`config.mk`:
```
export PLATFORM = sky130hd
export DESIGN_NAME = dspf_merge
export DESIGN_NICKNAME = d
export VERILOG_FILES = /design/src/rtl/dspf_pkg.sv /design/src/rtl/dspf_merge.sv
export SDC_FILE = /design/constraint.sdc
export NUM_CORES = 1
export LEC_CHECK = 0
export ABC_AREA = 0
export BUFFER_PORTS_ARGS = -buffer_cell sky130_fd_sc_hd__buf_4
export CAP_MARGIN = 20
export CORE_UTILIZATION = 35
export CTS_BUF_LIST = sky130_fd_sc_hd__clkbuf_16
export CTS_CLUSTER_DIAMETER = 100
export DETAILED_ROUTE_END_ITERATION = 16
export PLACE_DENSITY = 0.65
export SLEW_MARGIN = 20
export SYNTH_ARGS = -nofsm -noshare
export SYNTH_HDL_FRONTEND = slang
export SYNTH_SLANG_ARGS = --single-unit
```
`constraint.sdc`:
```
create_clock -name clk -period 8.2 [get_ports clk]
set_input_delay 1.64 -clock clk [delete_from_list [all_inputs] [get_ports clk]]
set_output_delay 1.64 -clock clk [all_outputs]
set_load 0.05 [all_outputs]
```
`src/rtl/dspf_pkg.sv`:
```
// Shared types, constants and a helper function for the dual sensor polynomial fusion core.
package dspf_pkg;

  localparam int ADC_BITS    = 10;
  localparam int POLY_DEGREE = 4;
  localparam int SAMPLE_W    = 10;
  localparam int COEF_W      = 32;
  localparam int IDX_W       = 3;
  localparam int SRC_W       = 2;
  localparam int FRAC_W      = 16;
  localparam int X_W         = SAMPLE_W + FRAC_W - ADC_BITS;
  localparam int NUM_STG     = POLY_DEGREE + 1;
  localparam int PROD_W      = 2 * COEF_W + 1;
  localparam int TERM_W      = PROD_W - FRAC_W;
  localparam int SUM_W       = TERM_W + 1;

  localparam logic signed [COEF_W-1:0] S32_MAX      = 32'sh7FFF_FFFF;
  localparam logic signed [COEF_W-1:0] S32_MIN      = 32'sh8000_0000;
  localparam logic signed [COEF_W-1:0] RIGHT_NEAR_Q = 32'sd2621440;
  localparam logic signed [COEF_W-1:0] LEFT_FAR_Q   = 32'sd4259840;

  typedef enum logic {
    MODE_FUSE  = 1'b0,
    MODE_WRITE = 1'b1
  } dspf_mode_t;

  typedef enum logic {
    SIDE_LEFT  = 1'b0,
    SIDE_RIGHT = 1'b1
  } dspf_side_t;

  typedef enum logic [SRC_W-1:0] {
    SRC_RIGHT = 2'd0,
    SRC_LEFT  = 2'd1,
    SRC_AVG   = 2'd2
  } dspf_src_t;

  typedef struct packed {
    logic                     mode;
    logic [SAMPLE_W-1:0]      left_sample;
    logic [SAMPLE_W-1:0]      right_sample;
    logic                     coef_side;
    logic [IDX_W-1:0]         coef_index;
    logic signed [COEF_W-1:0] coef_value;
  } dspf_in_t;

  typedef struct packed {
    logic signed [COEF_W-1:0] distance;
    logic [SRC_W-1:0]         source;
  } dspf_out_t;

  typedef struct packed {
    logic [POLY_DEGREE:0]             ld;
    logic [POLY_DEGREE:0]             wr;
    logic [POLY_DEGREE:0][COEF_W-1:0] wr_value;
  } dspf_lane_ctrl_t;

  function automatic logic signed [COEF_W-1:0] sat_sum(input logic signed [SUM_W-1:0] s);
    logic [SUM_W-COEF_W:0] hi;
    hi = s[SUM_W-1:COEF_W-1];
    if ((&hi) || !(|hi)) begin
      return $signed(s[COEF_W-1:0]);
    end else if (s[SUM_W-1]) begin
      return S32_MIN;
    end else begin
      return S32_MAX;
    end
  endfunction

endpackage

```
`src/rtl/dspf_merge.sv`:
```
// Merge stage: selects or averages the two lane distances into the output register.
module dspf_merge (
  input  logic                               clk,
  input  logic                               rst_n,
  input  logic                               load,
  input  logic signed [dspf_pkg::COEF_W-1:0] left,
  input  logic signed [dspf_pkg::COEF_W-1:0] right,
  input  logic                               out_stall,
  output logic                               out_valid,
  output dspf_pkg::dspf_out_t                out_item
);

  logic                           out_valid_r, out_valid_nxt;
  dspf_pkg::dspf_out_t            item_r, item_nxt;
  logic signed [dspf_pkg::COEF_W:0] pair_sum;

  assign pair_sum = (dspf_pkg::COEF_W+1)'(left) + (dspf_pkg::COEF_W+1)'(right);

  always_comb begin
    if (right < dspf_pkg::RIGHT_NEAR_Q) begin
      item_nxt.distance = right;
      item_nxt.source   = dspf_pkg::SRC_RIGHT;
    end else if (left > dspf_pkg::LEFT_FAR_Q) begin
      item_nxt.distance = left;
      item_nxt.source   = dspf_pkg::SRC_LEFT;
    end else begin
      item_nxt.distance = pair_sum[dspf_pkg::COEF_W:1];
      item_nxt.source   = dspf_pkg::SRC_AVG;
    end
  end

  assign out_valid_nxt = load || (out_valid_r && out_stall);

  always_ff @(posedge clk) begin
    if (!rst_n) begin
      out_valid_r <= 1'b0;
    end else begin
      out_valid_r <= out_valid_nxt;
    end
  end

  always_ff @(posedge clk) begin
    if (load) begin
      item_r <= item_nxt;
    end
  end

  assign out_valid = out_valid_r;
  assign out_item  = item_r;

endmodule

```
==> run metrics <==
outcome complete, no violations; clock tree from TritonCTS done; core area 9770 um^2; RSZ-0062 raised after global routing no; row count 36; top cells by area, synth edfxtp_1, ha_1, a21oi_1; GPL Wtd Cong around 0.98; Worst EP required a little over 8 ns; initial core utilization 0.361; total power 0.728 mW; WP buf/inv 1; number of diodes 0; EDFF count, synth 34; Detail Placement HPWL slightly below 9000 um; CTS resizes 0; critical path depth in cells 11; post-synthesis average cell area just under 9 um^2; Post-CTS Setup Inserts 0; CTS H-Tree Depth 2; initial antenna violation count 0; part of the cycle the worst path needs 0.522; Max VDD drop between 0.07 and 0.08 mV; LEAKAGE about 1.9 nW; commonest non-fill, non-tap cell in the layout buf_4; die width roughly 100 um; Initial DRT Pass Iterations 5; ys flop type edfxtp_1; Setup Total Neg Slack 0 ns; area of the mapped netlist ~3500 um^2; CTS hold repair buffers 0; leading area contributor after synthesis edfxtp_1; gr ovfl total 0; Synth async-reset ratio 0; worst setup path class in -> reg; vias in the first global route 3183; final setup fails 0; Clock Skews 0 ns; Die Footprint roughly 10000 um^2; flops & latches, synth 35; CP peak stage delay 0.41 ns; first-pass GRT wire length 16600 um; I/O pin cnt around 100; Synth Warn # 0; critical path, cell by cell buf_4, and2_1, fa_1, a21o_1, a221oi_2, o21ai_1, a21oi_1, o21a_1, o21ai_1, xnor2_1, o21ai_0; wire length per cell roughly 17 um; Antenna Nets Post-Route 0; Most common cell on crit path o21ai_1; Vias/cell 5.53; min cycle time layout 4.28 ns; f_max roughly 0.23 GHz; Cell Pwr Density 162 nW/um^2; crit path DAT between 4 and 5 ns; largest family of logic cells by synthesized area compound AO/OA/AOI/OAI gates; Routed WL 10700 um; commonest cells after routing, fill and taps aside buf_4, nand2_1, a21oi_1; critical path capture point type flop; hold depth 2; clk slew on worst S/H paths 0.05 ns; max-slew violations 0; Area Overhead vs Synth 27.0%; startpoint types primary input; DRC 0; Max-slew headroom 0.485; utilization after layout 0.459; Final #Nets about 600; Worst Max-Slew Pin Slew around 0.77 ns; CP Max Fanout 4; share of the synthesized area in the top cell type 0.289; register area share after synthesis 0.295; Via Count around 3500; GRT Total Usage 0.206; r2r worst-path depth 2; clk_lat worst skew approximately 0.27 ns; Synth Area in Simple Gates 0.170; Synth Net Count just over 500; post-synthesis mux area share 0.0142; area fraction in compound gates after synthesis 0.289; initial drt markers roughly 230; Die Y a little over 100 um; XOR/XNOR Fraction of Synth Area 0.0720; Fin. Hold Viols 0; cell count after synthesis about 410; Synth Area in Adders 0.116; CP max-delay cell fa_1; max_cap viols 0; CP top delay family compound AO/OA/AOI/OAI gates; largest net degree at the start of global routing 45; TritonCTS buffer count 5; clock root cell clkbuf_16; port bufs slightly above 100; Yosys cell types 65; worst min path class reg -> reg; Max Root-Sink Buffers 2; share of layout cells above drive strength 1 0.255; clk sinks 35
==> final cells by class <==
type                            count  area (um^2)
Clock buffer                        5          125
Timing Repair Buffer              105          788
Sequential cell                    35         1040
Inverter                            4         15.0
Multi-Input combinational cell    346         2330
Fill cell                         957         5290
Clock inverter                      3         16.3
Tap cell                          133          166
==> synth_stat cells (all sizes together) (2+ instances only) <==
cell type   n
and2        6
inv         4
nand4      10
nor4        8
nor3b       2
xor2       16
o21ai      43
a21o       15
nor3        7
o211ai      7
a21oi      46
mux2i       5
a22oi       7
and3        4
nor2       24
o21bai      3
a41oi       2
nand2      47
a211oi      2
o21a        8
nor2b       3
a22o        2
ha         31
a221oi      2
a31oi       5
xnor2      13
nand3       8
o31ai       3
buf         9
clkbuf     10
edfxtp     34
==> metrics by stage <==
stage | instances | instance area (um^2) | hold slack, ns | setup slack, ns
after floorplan | 405 | 3530 | 0.752 | 4.41
after global placement | 623 | 4340 | 0.501 | 3.84
after detailed placement | 623 | 4340 | 0.513 | 3.71
after CTS | 631 | 4480 | 0.529 | 4.01
after global routing | 631 | 4480 | 0.560 | 3.83
final | 631 | 4480 | 0.524 | 3.92
==> per-layer routing <==
metal	up-vias	wire [um]	global-route usage
met5	-	0	0
met4	0	267	0.0703
met3	20	712	0.0171
li1	1733	-	-
met1	1600	4960	0.291
met2	137	4780	0.330
==> state kept, by name, indices dropped and copies added (netlist names) <==
name,count
out_valid,1
out_item,34
==> where the power goes <==
group,switching (mW),internal [mW]
sequential,0.00546,0.220
clock,0.0634,0.110
combinational,0.207,0.121
total,0.276,0.452
==> cell families (layout without fill, tap and decap cells) <==
family                     count (synthesis)  after routing
buffers and inverters                     24            117
xor gates and xnor gates                  29             29
adders and majority gates                 32             32
muxes                                      5              5
AOI/OAI and AO/OA                        157            157
DFF                                       35             35
and+or+nand+nor                          123            123
==> worst register-to-register path: cells and delay by family, from the launching register on <==
kind / cells / cell delay, ns
flip-flops: 1 / 0.30
AO/OA/AOI/OAI: 1 / 0.13
AND/OR/NAND/NOR: 1 / 0.06
==> final timing paths <==
| kind | to | start | slack, ns |
|---|---|---|---|
| worst max register to register | out_valid$_SDFF_PN0_ | out_valid$_SDFF_PN0_ | 7.60 |
| worst min register to register | out_valid$_SDFF_PN0_ | out_valid$_SDFF_PN0_ | 0.52 |
| worst min-delay path | out_valid$_SDFF_PN0_ | out_valid$_SDFF_PN0_ | 0.52 |
| worst max-delay path | out_item[29]$_DFFE_PP_ | right[0] | 3.92 |
No activity file was read; power rests on OpenSTA's default activity.
